File: src/rtl/core/chash_pkg.sv
// Package for the 64-bit content hash block: constants, the mix-command type
// and queue sizing. No dependencies.

package chash_pkg;

   localparam logic [63:0] SEED_WORD   = 64'h243f6a8885a308d3;
   localparam logic [63:0] MUL_IN      = 64'h9e3779b97f4a7c15;
   localparam logic [63:0] MUL_STEP    = 64'hc2b2ae3d27d4eb4f;
   localparam logic [63:0] ADD_STEP    = 64'h165667b19e3779f9;
   localparam logic [63:0] MUL_FINAL   = 64'hff51afd7ed558ccd;
   localparam int unsigned ROT_AMOUNT  = 27;
   localparam int unsigned FINAL_SHIFT = 33;
   localparam int unsigned LEN_SHIFT   = 56;

   localparam logic OP_VALUE  = 1'b0;
   localparam logic OP_STRING = 1'b1;

   localparam int unsigned QUEUE_DEPTH = 4;
   localparam int unsigned QUEUE_PTR_W = 2;
   localparam int unsigned QUEUE_CNT_W = 3;

   // One mix step for the back end
   typedef struct packed {
      logic        restart;   // reload seed before this mix
      logic        emit;      // deliver a digest after this mix
      logic [63:0] word;      // word to mix
   } chash_cmd_type;

endpackage

File: src/rtl/core/chash_if.sv
// Handshake interfaces for the request and response channels of the
// content hash block. No dependencies.

interface chash_req_if;
   logic        valid;
   logic        ready;
   logic        operation;
   logic [63:0] data;
   logic [3:0]  valid_bytes;
   logic        last;
   logic        restart;

   modport source (output valid, output operation, output data, output valid_bytes,
                   output last, output restart, input ready);
   modport sink   (input valid, input operation, input data, input valid_bytes,
                   input last, input restart, output ready);
endinterface

interface chash_rsp_if;
   logic        valid;
   logic        ready;
   logic [63:0] digest;

   modport source (output valid, output digest, input ready);
   modport sink   (input valid, input digest, output ready);
endinterface

File: src/rtl/core/chash_front.sv
// Front end: accepts request items, tracks the open string length and
// turns each item into one or two mix commands. Uses chash_pkg, chash_if.

module chash_front (
   input  logic                    clock,
   input  logic                    reset,
   chash_req_if.sink               req_if,
   output logic                    push_valid,
   output chash_pkg::chash_cmd_type push_cmd,
   input  logic                    push_ready
);

   logic [7:0]  len_ff, len_in;
   logic        second_ff, second_in;
   logic        accept;
   logic [7:0]  base_len;
   logic [7:0]  tail_len;
   logic [63:0] masked;

   assign req_if.ready = push_ready && !second_ff;
   assign accept       = req_if.valid && req_if.ready;
   assign base_len     = req_if.restart ? 8'd0 : len_ff;
   assign tail_len     = base_len + {5'd0, req_if.valid_bytes[2:0]};

   // keep only the bytes below valid_bytes
   always_comb begin
      for (int i = 0; i < 8; i++) begin
         masked[i*8 +: 8] = (3'(i) < req_if.valid_bytes[2:0]) ? req_if.data[i*8 +: 8] : 8'd0;
      end
   end

   always_comb begin
      push_valid       = 1'b0;
      push_cmd.restart = req_if.restart;
      push_cmd.emit    = 1'b1;
      push_cmd.word    = req_if.data;
      len_in           = len_ff;
      second_in        = second_ff;
      if (second_ff) begin
         // closing zero tail after a full last chunk
         push_valid       = 1'b1;
         push_cmd.restart = 1'b0;
         push_cmd.word    = {len_ff, 56'd0};
         if (push_ready) begin
            len_in    = 8'd0;
            second_in = 1'b0;
         end
      end else begin
         push_valid = req_if.valid;
         if (req_if.operation == chash_pkg::OP_VALUE) begin
            len_in = base_len;
         end else if (!req_if.last) begin
            len_in = base_len + 8'd8;
         end else if (req_if.valid_bytes[3]) begin
            push_cmd.emit = 1'b0;
            len_in        = base_len + 8'd8;
            second_in     = 1'b1;
         end else begin
            push_cmd.word = {tail_len, masked[55:0]};
            len_in        = 8'd0;
         end
         if (!accept) begin
            len_in    = len_ff;
            second_in = second_ff;
         end
      end
   end

   always_ff @(posedge clock) begin
      if (reset) begin
         len_ff    <= 8'd0;
         second_ff <= 1'b0;
      end else begin
         len_ff    <= len_in;
         second_ff <= second_in;
      end
   end

endmodule

File: src/rtl/core/chash_queue.sv
// Short command queue between front and back end of the content hash block.
// Uses chash_pkg.

module chash_queue (
   input  logic                     clock,
   input  logic                     reset,
   input  logic                     push_valid,
   input  chash_pkg::chash_cmd_type push_cmd,
   output logic                     push_ready,
   output logic                     pop_valid,
   output chash_pkg::chash_cmd_type pop_cmd,
   input  logic                     pop_ready
);

   chash_pkg::chash_cmd_type entry_ff [chash_pkg::QUEUE_DEPTH];
   logic [chash_pkg::QUEUE_PTR_W-1:0] wr_ptr_ff, wr_ptr_in;
   logic [chash_pkg::QUEUE_PTR_W-1:0] rd_ptr_ff, rd_ptr_in;
   logic [chash_pkg::QUEUE_CNT_W-1:0] count_ff, count_in;
   logic do_push, do_pop;

   assign push_ready = count_ff != chash_pkg::QUEUE_CNT_W'(chash_pkg::QUEUE_DEPTH);
   assign pop_valid  = count_ff != '0;
   assign pop_cmd    = entry_ff[rd_ptr_ff];
   assign do_push    = push_valid && push_ready;
   assign do_pop     = pop_valid && pop_ready;

   always_comb begin
      wr_ptr_in = do_push ? wr_ptr_ff + 1'b1 : wr_ptr_ff;
      rd_ptr_in = do_pop ? rd_ptr_ff + 1'b1 : rd_ptr_ff;
      count_in  = count_ff;
      if (do_push && !do_pop) begin
         count_in = count_ff + 1'b1;
      end else if (do_pop && !do_push) begin
         count_in = count_ff - 1'b1;
      end
   end

   always_ff @(posedge clock) begin
      if (reset) begin
         wr_ptr_ff <= '0;
         rd_ptr_ff <= '0;
         count_ff  <= '0;
      end else begin
         wr_ptr_ff <= wr_ptr_in;
         rd_ptr_ff <= rd_ptr_in;
         count_ff  <= count_in;
      end
   end

   always_ff @(posedge clock) begin
      if (do_push) begin
         entry_ff[wr_ptr_ff] <= push_cmd;
      end
   end

endmodule

File: src/rtl/core/chash_back.sv
// Back end: runs each mix command through one shared 32x32 multiplier
// (three passes per 64-bit product) and finalizes digests. Uses chash_pkg, chash_if.

module chash_back (
   input  logic                     clock,
   input  logic                     reset,
   input  logic                     cmd_valid,
   input  chash_pkg::chash_cmd_type cmd,
   output logic                     cmd_ready,
   chash_rsp_if.source              rsp_if
);

   localparam logic [1:0] ST_IDLE = 2'd0;
   localparam logic [1:0] ST_MIN  = 2'd1;   // word * MUL_IN
   localparam logic [1:0] ST_MSTP = 2'd2;   // rotated hash * MUL_STEP + ADD_STEP
   localparam logic [1:0] ST_MFIN = 2'd3;   // finalize multiply

   localparam logic [1:0] PH_LOLO = 2'd0;
   localparam logic [1:0] PH_LOHI = 2'd1;
   localparam logic [1:0] PH_HILO = 2'd2;

   logic [1:0]  state_ff, state_in;
   logic [1:0]  phase_ff, phase_in;
   logic [63:0] hash_ff, hash_in;
   logic [63:0] opnd_ff, opnd_in;
   logic [63:0] acc_ff, acc_in;
   logic        emit_ff, emit_in;
   logic        rsp_valid_ff, rsp_valid_in;
   logic [63:0] digest_ff, digest_in;

   logic [63:0] konst;
   logic [31:0] mul_a, mul_b;
   logic [63:0] prod;
   logic [63:0] acc_base, addend, acc_sum;
   logic [63:0] mixed, rotated;
   logic        out_free;

   assign cmd_ready     = state_ff == ST_IDLE;
   assign rsp_if.valid  = rsp_valid_ff;
   assign rsp_if.digest = digest_ff;
   assign out_free      = !rsp_valid_ff || rsp_if.ready;

   always_comb begin
      case (state_ff)
         ST_MIN:  konst = chash_pkg::MUL_IN;
         ST_MSTP: konst = chash_pkg::MUL_STEP;
         default: konst = chash_pkg::MUL_FINAL;
      endcase
   end

   // low 64 bits of opnd * konst: lo*lo, then both cross terms shifted by 32
   assign mul_a   = (phase_ff == PH_HILO) ? opnd_ff[63:32] : opnd_ff[31:0];
   assign mul_b   = (phase_ff == PH_LOHI) ? konst[63:32] : konst[31:0];
   assign prod    = mul_a * mul_b;
   assign addend  = (phase_ff == PH_LOLO) ? prod : {prod[31:0], 32'd0};
   assign acc_sum = acc_base + addend;

   always_comb begin
      if (phase_ff != PH_LOLO) begin
         acc_base = acc_ff;
      end else if (state_ff == ST_MSTP) begin
         acc_base = chash_pkg::ADD_STEP;
      end else begin
         acc_base = 64'd0;
      end
   end

   assign mixed   = hash_ff ^ acc_sum;
   assign rotated = {mixed[63-chash_pkg::ROT_AMOUNT:0],
                     mixed[63:64-chash_pkg::ROT_AMOUNT]};

   always_comb begin
      state_in     = state_ff;
      phase_in     = phase_ff;
      hash_in      = hash_ff;
      opnd_in      = opnd_ff;
      acc_in       = acc_ff;
      emit_in      = emit_ff;
      digest_in    = digest_ff;
      rsp_valid_in = rsp_valid_ff && !rsp_if.ready;
      case (state_ff)
         ST_IDLE: begin
            if (cmd_valid) begin
               opnd_in  = cmd.word;
               hash_in  = cmd.restart ? chash_pkg::SEED_WORD : hash_ff;
               emit_in  = cmd.emit;
               phase_in = PH_LOLO;
               state_in = ST_MIN;
            end
         end
         ST_MIN, ST_MSTP: begin
            acc_in   = acc_sum;
            phase_in = phase_ff + 2'd1;
            if (phase_ff == PH_HILO) begin
               phase_in = PH_LOLO;
               if (state_ff == ST_MIN) begin
                  opnd_in  = rotated;
                  state_in = ST_MSTP;
               end else begin
                  hash_in  = acc_sum;
                  opnd_in  = acc_sum ^ (acc_sum >> chash_pkg::FINAL_SHIFT);
                  state_in = emit_ff ? ST_MFIN : ST_IDLE;
               end
            end
         end
         default: begin
            // finalize; hold the last pass while the output is still occupied
            if (phase_ff != PH_HILO) begin
               acc_in   = acc_sum;
               phase_in = phase_ff + 2'd1;
            end else if (out_free) begin
               digest_in    = acc_sum ^ (acc_sum >> chash_pkg::FINAL_SHIFT);
               rsp_valid_in = 1'b1;
               phase_in     = PH_LOLO;
               state_in     = ST_IDLE;
            end
         end
      endcase
   end

   always_ff @(posedge clock) begin
      if (reset) begin
         state_ff     <= ST_IDLE;
         phase_ff     <= PH_LOLO;
         hash_ff      <= chash_pkg::SEED_WORD;
         emit_ff      <= 1'b0;
         rsp_valid_ff <= 1'b0;
      end else begin
         state_ff     <= state_in;
         phase_ff     <= phase_in;
         hash_ff      <= hash_in;
         emit_ff      <= emit_in;
         rsp_valid_ff <= rsp_valid_in;
      end
   end

   always_ff @(posedge clock) begin
      opnd_ff   <= opnd_in;
      acc_ff    <= acc_in;
      digest_ff <= digest_in;
   end

endmodule

File: src/rtl/core/content_hash_64_top.sv
// Top level of the 64-bit multiply-xorshift content hash block.
// Depends on chash_pkg, chash_if, chash_front, chash_queue and chash_back.
//
// Usage:
//   req_if carries one item per handshake: a raw 64-bit value (operation 0)
//   or a chunk of up to eight little-endian string bytes (operation 1, with
//   valid_bytes and last). restart reloads the seed and clears the open
//   string length before the item is handled.
//   rsp_if returns exactly one digest per item, in order: the finalized form
//   (xorshift 33, multiply, xorshift 33) of the running hash after that item.
//   Values, full chunks and short closing chunks need one mix step; a closing
//   chunk with eight or more valid bytes needs two. Each 64-bit product goes
//   through one shared 32x32 multiplier in three passes, and a mix holds two
//   products, so that multiplier sets the sustained rate; the back end takes a
//   new command only once it has finished the last one.
//   The front end keeps accepting items into a four-entry command queue while
//   the back end works, so req_if.ready drops only when that queue is full or
//   while a closing chunk issues its second mix step.
//   If the receiver stalls, the digest is held on rsp_if and the back end
//   keeps mixing queued commands; it waits only when it has a new digest to
//   deliver and the output register is still occupied.
//   Reset (synchronous, active high) loads the seed, clears the string
//   length, empties the queue and drops rsp_if.valid.

module content_hash_64_top (
   input  logic        clock,
   input  logic        reset,
   chash_req_if.sink   req_if,
   chash_rsp_if.source rsp_if
);

   // front to queue
   logic                     push_valid;
   logic                     push_ready;
   chash_pkg::chash_cmd_type push_cmd;

   // queue to back
   logic                     pop_valid;
   logic                     pop_ready;
   chash_pkg::chash_cmd_type pop_cmd;

   // Classify items and split closing chunks into mix commands
   chash_front u_front (
      .clock      (clock),
      .reset      (reset),
      .req_if     (req_if),
      .push_valid (push_valid),
      .push_cmd   (push_cmd),
      .push_ready (push_ready)
   );

   // Decouple front and back so each may stall on its own
   chash_queue u_queue (
      .clock      (clock),
      .reset      (reset),
      .push_valid (push_valid),
      .push_cmd   (push_cmd),
      .push_ready (push_ready),
      .pop_valid  (pop_valid),
      .pop_cmd    (pop_cmd),
      .pop_ready  (pop_ready)
   );

   // Mix, finalize and hold the digest for the receiver
   chash_back u_back (
      .clock     (clock),
      .reset     (reset),
      .cmd_valid (pop_valid),
      .cmd       (pop_cmd),
      .cmd_ready (pop_ready),
      .rsp_if    (rsp_if)
   );

endmodule

File: src/flat_wrapper.sv
// flat-port wrapper written by rule: the top's interface ports become plain ports
module content_hash_64_top_flat 
  (clock, reset, req_if_valid, req_if_operation, req_if_data, req_if_valid_bytes, req_if_last, req_if_restart, req_if_ready, rsp_if_valid, rsp_if_digest, rsp_if_ready);
  chash_req_if req_if_i ();
  chash_rsp_if rsp_if_i ();
  input  logic clock;
  input  logic reset;
  input wire logic [$bits(req_if_i.valid)-1:0] req_if_valid;
  input wire logic [$bits(req_if_i.operation)-1:0] req_if_operation;
  input wire logic [$bits(req_if_i.data)-1:0] req_if_data;
  input wire logic [$bits(req_if_i.valid_bytes)-1:0] req_if_valid_bytes;
  input wire logic [$bits(req_if_i.last)-1:0] req_if_last;
  input wire logic [$bits(req_if_i.restart)-1:0] req_if_restart;
  output wire logic [$bits(req_if_i.ready)-1:0] req_if_ready;
  output wire logic [$bits(rsp_if_i.valid)-1:0] rsp_if_valid;
  output wire logic [$bits(rsp_if_i.digest)-1:0] rsp_if_digest;
  input wire logic [$bits(rsp_if_i.ready)-1:0] rsp_if_ready;
  assign req_if_i.valid = req_if_valid;
  assign req_if_i.operation = req_if_operation;
  assign req_if_i.data = req_if_data;
  assign req_if_i.valid_bytes = req_if_valid_bytes;
  assign req_if_i.last = req_if_last;
  assign req_if_i.restart = req_if_restart;
  assign req_if_ready = req_if_i.ready;
  assign rsp_if_valid = rsp_if_i.valid;
  assign rsp_if_digest = rsp_if_i.digest;
  assign rsp_if_i.ready = rsp_if_ready;
  content_hash_64_top u_core (.clock(clock), .reset(reset), .req_if(req_if_i), .rsp_if(rsp_if_i));
endmodule
File: config.mk
export PLATFORM = sky130hd
export DESIGN_NAME = content_hash_64_top_flat
export DESIGN_NICKNAME = d
export VERILOG_FILES = /design/src/rtl/core/chash_pkg.sv /design/src/rtl/core/chash_if.sv /design/src/rtl/core/chash_front.sv /design/src/rtl/core/chash_queue.sv /design/src/rtl/core/chash_back.sv /design/src/rtl/core/content_hash_64_top.sv /design/src/flat_wrapper.sv
export SDC_FILE = /design/constraint.sdc
export NUM_CORES = 2
export LEC_CHECK = 0
export BUFFER_PORTS_ARGS = -buffer_cell sky130_fd_sc_hd__buf_2
export CAP_MARGIN = 20
export CELL_PAD_IN_SITES_DETAIL_PLACEMENT = 2
export CELL_PAD_IN_SITES_GLOBAL_PLACEMENT = 2
export CORE_MARGIN = 5
export CORE_UTILIZATION = 47
export DETAILED_ROUTE_END_ITERATION = 8
export HOLD_SLACK_MARGIN = 0.02
export PLACE_DENSITY_LB_ADDON = 0.1
export SETUP_SLACK_MARGIN = 0.3
export SLEW_MARGIN = 0
export SYNTH_ARGS = -nofsm -noshare
export SYNTH_HDL_FRONTEND = slang
export SYNTH_SLANG_ARGS = --single-unit
File: constraint.sdc
create_clock -name clock -period 19.94 [get_ports clock]
set_clock_uncertainty 0.15 [all_clocks]
set_input_delay 1.994 -clock clock [delete_from_list [all_inputs] [get_ports clock]]
set_output_delay 1.994 -clock clock [all_outputs]
set_load 0.02 [all_outputs]
# After elaboration in Yosys (flattened, before gate mapping)
# Memories as Yosys holds them, arrays and structs flattened. A register that Yosys moved wholly into a read port is not among the register bits.
# Index checks and enable logic that the tools add are counted.
[totals]
reg_bits = 278
mem_bits_rw = 264
inputBits = 75
output_inout_bits = 66
mem_count = 1
[classes]
addsub = 8
mul = 1
magnitude_cmp = 7
n_eq_ne = 12
muxes = 65
n_bitwise = 5
reduce_logical = 33
[mem_list]
columns = ["name", "words", "word_bits", "rd", "rd_clocked_by_memory_dff", "wr", "line_no", "rtl"]
rows = [
  ["u_core.u_queue.entry_ff", 4, 66, 1, 1, 1, "chash_queue.sv:15", "chash_pkg::chash_cmd_type entry_ff [chash_pkg::QUEUE_DEPTH];"],
]
[ops]
columns = ["op", "n"]
rows = [
  ["two-way mux 64 bit", 12],
  ["one-hot mux 64 bit (2 select lines)", 3],
  ["two-way mux 65 bit", 2],
  ["one-hot mux 63 bit (2 select lines)", 1],
  ["two-way mux 8 bit", 14],
  ["adder 64 bit", 1],
  ["multiplier 32 x 32 -> 64 bit", 1],
  ["two-way mux 32 bit", 2],
  ["XOR 64 x 31 -> 64 bit", 1],
  ["XOR 64 bit", 1],
  ["two-way mux 61 bit", 1],
  ["two-way mux 2 bit", 11],
  ["two-way mux 1 bit", 15],
  ["!= test 2 bit, second input constant", 6],
  ["nonzero test 2 bit", 5],
  ["less-than comparator 3 bit, first input constant", 3],
  ["adder 8 x 3 -> 8 bit", 1],
  ["adder 8 x 4 -> 8 bit, second input constant", 1],
  ["one-hot mux 2 bit (2 select lines)", 2],
  ["AND reduction 2 bit", 4],
  ["logical AND 1 bit", 7],
  ["adder 2 x 1 -> 2 bit, second input constant", 3],
  ["less-than comparator 1 x 3 -> 1 bit, first input constant", 2],
  ["less-than comparator 2 x 3 -> 1 bit, first input constant", 2],
  ["other kinds (18)", 30],
]

# Logic depth before layout (Yosys ltp)
[depth]
word_depth = 10
mapped_depth = 50
ltp_nobuf = 46

# Modules after synthesis
# Synthesis repeated with hierarchy kept, for this count alone.
[hier_totals]
cells_unflattened = 5677
hier_area_um2 = 58972.8
[by_module_without_submodules]
columns = ["mod", "instances", "cells_each", "area_each_um2", "seq_area_each_um2"]
rows = [
  ["chash_back", 1, 5083, 47581.9, 7166.9],
  ["chash_queue", 1, 392, 9983.3, 8107.8],
  ["chash_front", 1, 202, 1407.6, 180.2],
]

# Worst setup path before layout
# Ideal clock, no wire load.
[synth_timing]
path_type = "register to register"
start = "reg u_core.u_back.phase_ff[1]"
end = "reg u_core.u_back.opnd_ff[24], data pin"
setup_time_ps = 255
arrival_ps = 11182
required_ps = 19535
setup_slack_ps = 8353
path_stages_with_launch = 42
path_buffers = 4
period_less_slack_ps = 11587
cell_sequence = "dfxtp_1 > nor2b_1 > clkbuf_1 > buf_1 > mux2_2 > inv_1 > buf_1 > nor2_1 > fa_1 > fa_1 > inv_1 > fa_1 > fa_1 > inv_1 > fa_1 > fa_1 > fa_1 > fa_1 > [6 not listed] > o21ai_0 > a221o_1 > a31oi_1 > o21ai_0 > xnor2_1 > o21ai_0 > ha_1 > clkbuf_1 > nand4_1 > nor4_1 > nand2_1 > o221ai_1 > mux2i_1 > o41ai_1 > nor2_1 > xnor2_1 > a2bb2oi_1 > a21bo_2"
[synth_between]
elab_chain_len = 9
word_cells_on_any_way = 15
[synth_rtl]
columns = ["item", "line_no", "rtl"]
rows = [
  ["start, declared", "chash_back.sv:23", "logic [1:0] phase_ff, phase_in;"],
  ["start signal, assigned", "chash_back.sv:130", "phase_ff <= phase_in;"],
  ["equality test 2 bit or equality test 2 x 1 -> 1 bit (tied branches)", "chash_back.sv:52, chash_back.sv:53", ""],
  ["two-way mux 32 bit (on tied branches)", "chash_back.sv:52, chash_back.sv:53", ""],
  ["multiplier 32 x 32 -> 64 bit", "chash_back.sv:54", "assign prod = mul_a * mul_b;"],
  ["two-way mux 64 bit", "chash_back.sv:55", "assign addend = (phase_ff == PH_LOLO) ? prod : {prod[31:0], 32'd0};"],
  ["adder 64 bit (*)", "chash_back.sv:56", "assign acc_sum = acc_base + addend;"],
  ["XOR 64 x 31 -> 64 bit or XOR 64 bit (tied branches)", "chash_back.sv:101, chash_back.sv:68", ""],
  ["two-way mux 64 bit (*)", "chash_back.sv:96", "if (state_ff == ST_MIN) begin"],
  ["two-way mux 64 bit (*)", "chash_back.sv:94", "if (phase_ff == PH_HILO) begin"],
  ["one-hot mux 64 bit (2 select lines) (*)", "chash_back.sv:81", "case (state_ff)"],
  ["via u_core.u_back.opnd_in[24]", "chash_back.sv:25", "logic [63:0] opnd_ff, opnd_in;"],
  ["end signal, assigned", "chash_back.sv:138", "opnd_ff <= opnd_in;"],
  ["end, declared", "chash_back.sv:25", ""],
]
# The timed path passes the listed nets; every way through them passes the cells marked *. The select of a mux whose other input is x is not followed.
# A chain may end at the register's enable or synchronous reset.

# Worst setup path after layout
[layout_timing]
start = "reg u_core.u_back.state_ff[0]"
end = "reg u_core.u_back.opnd_ff[12], data pin"
[layout_between]
elab_chain_len = 10
word_cells_on_any_way = 16
[layout_rtl]
columns = ["item", "line_no", "rtl"]
rows = [
  ["start, declared", "chash_back.sv:22", "logic [1:0] state_ff, state_in;"],
  ["start signal, assigned", "chash_back.sv:129", "state_ff <= state_in;"],
  ["equality test 2 bit or equality test 2 x 1 -> 1 bit (tied branches)", "-", ""],
  ["one-hot mux 63 bit (2 select lines)", "chash_back.sv:44", "case (state_ff)"],
  ["two-way mux 32 bit", "chash_back.sv:53", "assign mul_b = (phase_ff == PH_LOHI) ? konst[63:32] : konst[31:0];"],
  ["multiplier 32 x 32 -> 64 bit", "chash_back.sv:54", ""],
  ["two-way mux 64 bit", "chash_back.sv:55", ""],
  ["adder 64 bit", "chash_back.sv:56", ""],
  ["XOR 64 x 31 -> 64 bit or XOR 64 bit (tied branches)", "chash_back.sv:101, chash_back.sv:68", ""],
  ["two-way mux 64 bit", "chash_back.sv:96", ""],
  ["two-way mux 64 bit", "chash_back.sv:94", ""],
  ["one-hot mux 64 bit (2 select lines) (*)", "chash_back.sv:81", ""],
  ["via u_core.u_back.opnd_in[12]", "chash_back.sv:25", ""],
]
# Marks and branches as above.

==> flow_metrics.tcl <==
set metrics [dict create \
    critPathMaxStageDelay_ns 0.82 \
    synth_top_cell_by_area "fa_1" \
    ys_warn_count 0 \
    critPathSlowestCell "xnor2_1" \
    cts_tree "done" \
    cpMostUsedCell "fa_1" \
    die_area_sq_um 130000 \
    antenna_found_initial 9 \
    min_from "u_core.u_back.hash_ff[2]" \
    synth_top_family_by_area "adder cells" \
    drt-initial-drc-count 4253 \
    syn-num-nets 6936 \
    critical_path_class "reg -> reg" \
    maxCapViolCount 0 \
    hp-class "reg -> reg" \
    synth_edf_count 456 \
    multiInputGateArea_sq_um 38000 \
    slew_headroom 0.181 \
    synthTopCellsByCount "inv_1 (936), fa_1 (881), nor2_1 (592)" \
    slew_viol_final 0 \
    num_rows 128 \
    grt_pass1_wl_um 378000 \
    cts_hold_buffers 0 \
    area_growth_pct 7.37 \
    avgSynthCellArea_sq_um 10.3 \
    totalWireLength_um 263000 \
    dp.final_hpwl_um 210000 \
    status "complete, no violations" \
    grt.overflow.total 0 \
    synth_area_leaders "fa_1 (30%), edfxtp_1 (24%), ha_1 (7.7%)" \
    synthSimpleGateAreaFrac 0.118 \
    cp_data_required_time_ns 20.09 \
    die_w_um 361 \
    insertion_delay_ns 0.61 \
    ff_latch_area_sq_um 15500 \
    r2r_start "u_core.u_back.state_ff[0]" \
    grt_pass1_vias 52040 \
    place_area_sq_um 60500 \
    synth_compound_area_frac 0.0845 \
    first_pass_iters 6 \
    path_clk_slew_ns 0.07 \
    post_drt_wl_per_cell_um 36.0 \
    rr_endpoint "u_core.u_back.opnd_ff[12]" \
    ant_nets 0 \
    cp-start-kind "flop" \
    drive_gt1_frac 0.0824 \
    n_fill_cell 12510 \
    synthCells 5624 \
    muxShareOfSynthArea 0.0342 \
    synth_fa_ha_area_frac 0.382 \
    setup_viol 0 \
    synth_xor_area_frac 0.0361 \
    synth_flop_cell "edfxtp_1" \
    gp_congestion 0.967 \
    fin_crit_ns 15.14 \
    fmax_ghz 0.0660 \
    ios 141 \
    cts_buffers 48 \
    worst_pin_slew_ns 1.22 \
    drt-vias-per-instance 6.21 \
    core_area_sq_um 122000 \
    synthArstFlopShare 0 \
    hold-path-cell-count 2 \
    yosysMostFrequentCell "inv_1" \
    hold_violations 0 \
    rrSetupSlack_ns 4.80 \
    initial_core_util 0.474 \
    rr_worst_depth 46 \
    nNetsFinal 6955 \
    dieHeight_um 361 \
    ctsResizeCount 0 \
    rsz0062_at_grt "no" \
    syn-cell-area_sq_um 57900 \
    hold_path_end "u_core.u_back.hash_ff[2]" \
    drcViolationCount 0 \
    fin_util 0.509 \
    worst-path-max-fanout 48 \
    vias 45424 \
    synth_top_area_frac 0.305 \
    io_buffers 140 \
    cts_setup_buffers 0 \
    synth.distinct_cells 85 \
    clockBufferDepth 3 \
    grt_max_degree 67 \
    htree_num_levels 2 \
    cts_root_buf "clkbuf_16" \
    setup_tns_ns 0 \
    cp-end-kind "flop" \
    ys_ff_latch 544 \
    ys_seq_area_frac 0.267 \
    post-route-cell-area_sq_um 62200 \
    cts_sinks 544 \
    min_period_over_period 0.759 \
    grtUsageTotal 0.401 \
    cp.arrival_ns 15.29 \
]
-- how the worst max path moves through the flow --
stage	slack (ns)	cells after the start	start	end
after floorplan	8.35	41	u_core.u_back.phase_ff[1]	u_core.u_back.opnd_ff[24]
after global placement	5.44	46	u_core.u_back.state_ff[0]	u_core.u_back.opnd_ff[12]
after detailed placement	5.23	42	u_core.u_back.phase_ff[1]	u_core.u_back.opnd_ff[24]
after CTS	5.14	42	u_core.u_back.phase_ff[1]	u_core.u_back.opnd_ff[24]
after global routing	4.49	42	u_core.u_back.phase_ff[1]	u_core.u_back.opnd_ff[28]
final	4.80	46	u_core.u_back.state_ff[0]	u_core.u_back.opnd_ff[12]
-- cell families after synthesis --
logic type | Yosys count
compound gates | 755
xor+xnor | 232
fa+ha+maj | 1237
buf+inv | 1206
flops | 544
mux | 112
simple gates | 1538
-- layout by cell type (no fill, tap or decap), types with 11 or more instances in the layout --
| cell | n |
|---|---|
| a211o_1 | 14 |
| mux4_2 | 66 |
| o21bai_1 | 22 |
| inv_1 | 935 |
| nor3_1 | 108 |
| a211oi_1 | 13 |
| a21o_1 | 147 |
| dfxtp_1 | 86 |
| mux2i_1 | 16 |
| o22ai_1 | 26 |
| and3_1 | 17 |
| nand2_1 | 463 |
| nor2_1 | 581 |
| xor2_1 | 79 |
| clkbuf_16 | 53 |
| buf_4 | 88 |
| nor2b_1 | 21 |
| xnor2_1 | 147 |
| a31oi_1 | 15 |
| clkbuf_1 | 11 |
| nand3_1 | 49 |
| and2_1 | 128 |
| fa_1 | 881 |
| edfxtp_1 | 456 |
| a22oi_1 | 40 |
| nand4_1 | 31 |
| a21oi_1 | 181 |
| o21a_1 | 16 |
| nand2b_1 | 65 |
| buf_2 | 140 |
| ha_1 | 355 |
| mux2_2 | 27 |
| o21ai_0 | 180 |
-- area by class of cell --
| type | instances | area share |
|---|---|---|
| Multi-Input combinational cell | 3874 | 0.612 |
| Sequential cell | 544 | 0.249 |
| Inverter | 945 | 0.0571 |
| Tap cell | 1625 | 0.0327 |
| Clock buffer | 69 | 0.0231 |
| Timing Repair Buffer | 230 | 0.0226 |
| Clock inverter | 21 | 0.00354 |
| Antenna cell | 5 | 0.000201 |
-- stage by stage --
stage                     cells  setup WS, ns  hold slack, ns
after global placement     7214          5.44           0.301
after detailed placement   7216          5.23           0.315
after floorplan            5624          8.35           0.291
after CTS                  7306          5.14           0.338
final                      7313          4.80           0.341
after global routing       7308          4.49           0.355
-- critical path: cells and delay by family (launching register included) --
kind,cells,cell delay [ns]
flops,1,0.51
compound gates,11,2.60
xor+xnor,3,1.44
buf+inv,9,1.97
simple gates,12,2.63
fa+ha+maj,11,5.44
-- state kept, by name, indices dropped and copies added, names as in the netlist, named ones only --
name	flops
u_core.u_back.rsp_if.valid	1
u_core.u_back.hash_ff	64
u_core.u_queue.entry_ff	264
u_core.u_queue.count_ff	3
u_core.u_back.emit_ff	1
u_core.u_front.second_ff	1
u_core.u_back.rsp_if.digest	64
u_core.u_back.phase_ff	2
u_core.u_back.opnd_ff	64
u_core.u_back.acc_ff	64
u_core.u_front.len_ff	8
u_core.u_queue.wr_ptr_ff	2
u_core.u_queue.rd_ptr_ff	2
u_core.u_back.state_ff	2
-- layer usage --
metal / share of wire / up-vias / GRT usage
met5: 0.000076 / - / 0
met1: 0.37 / 24001 / 0.489
met4: 0.087 / 4 / 0.274
li1: - / 18196 / -
met3: 0.069 / 796 / 0.0623
met2: 0.48 / 2427 / 0.661
Power is left out: the tool's default activity adds up to more than one toggle a clock period on the data nets, which glitch-free logic cannot reach.
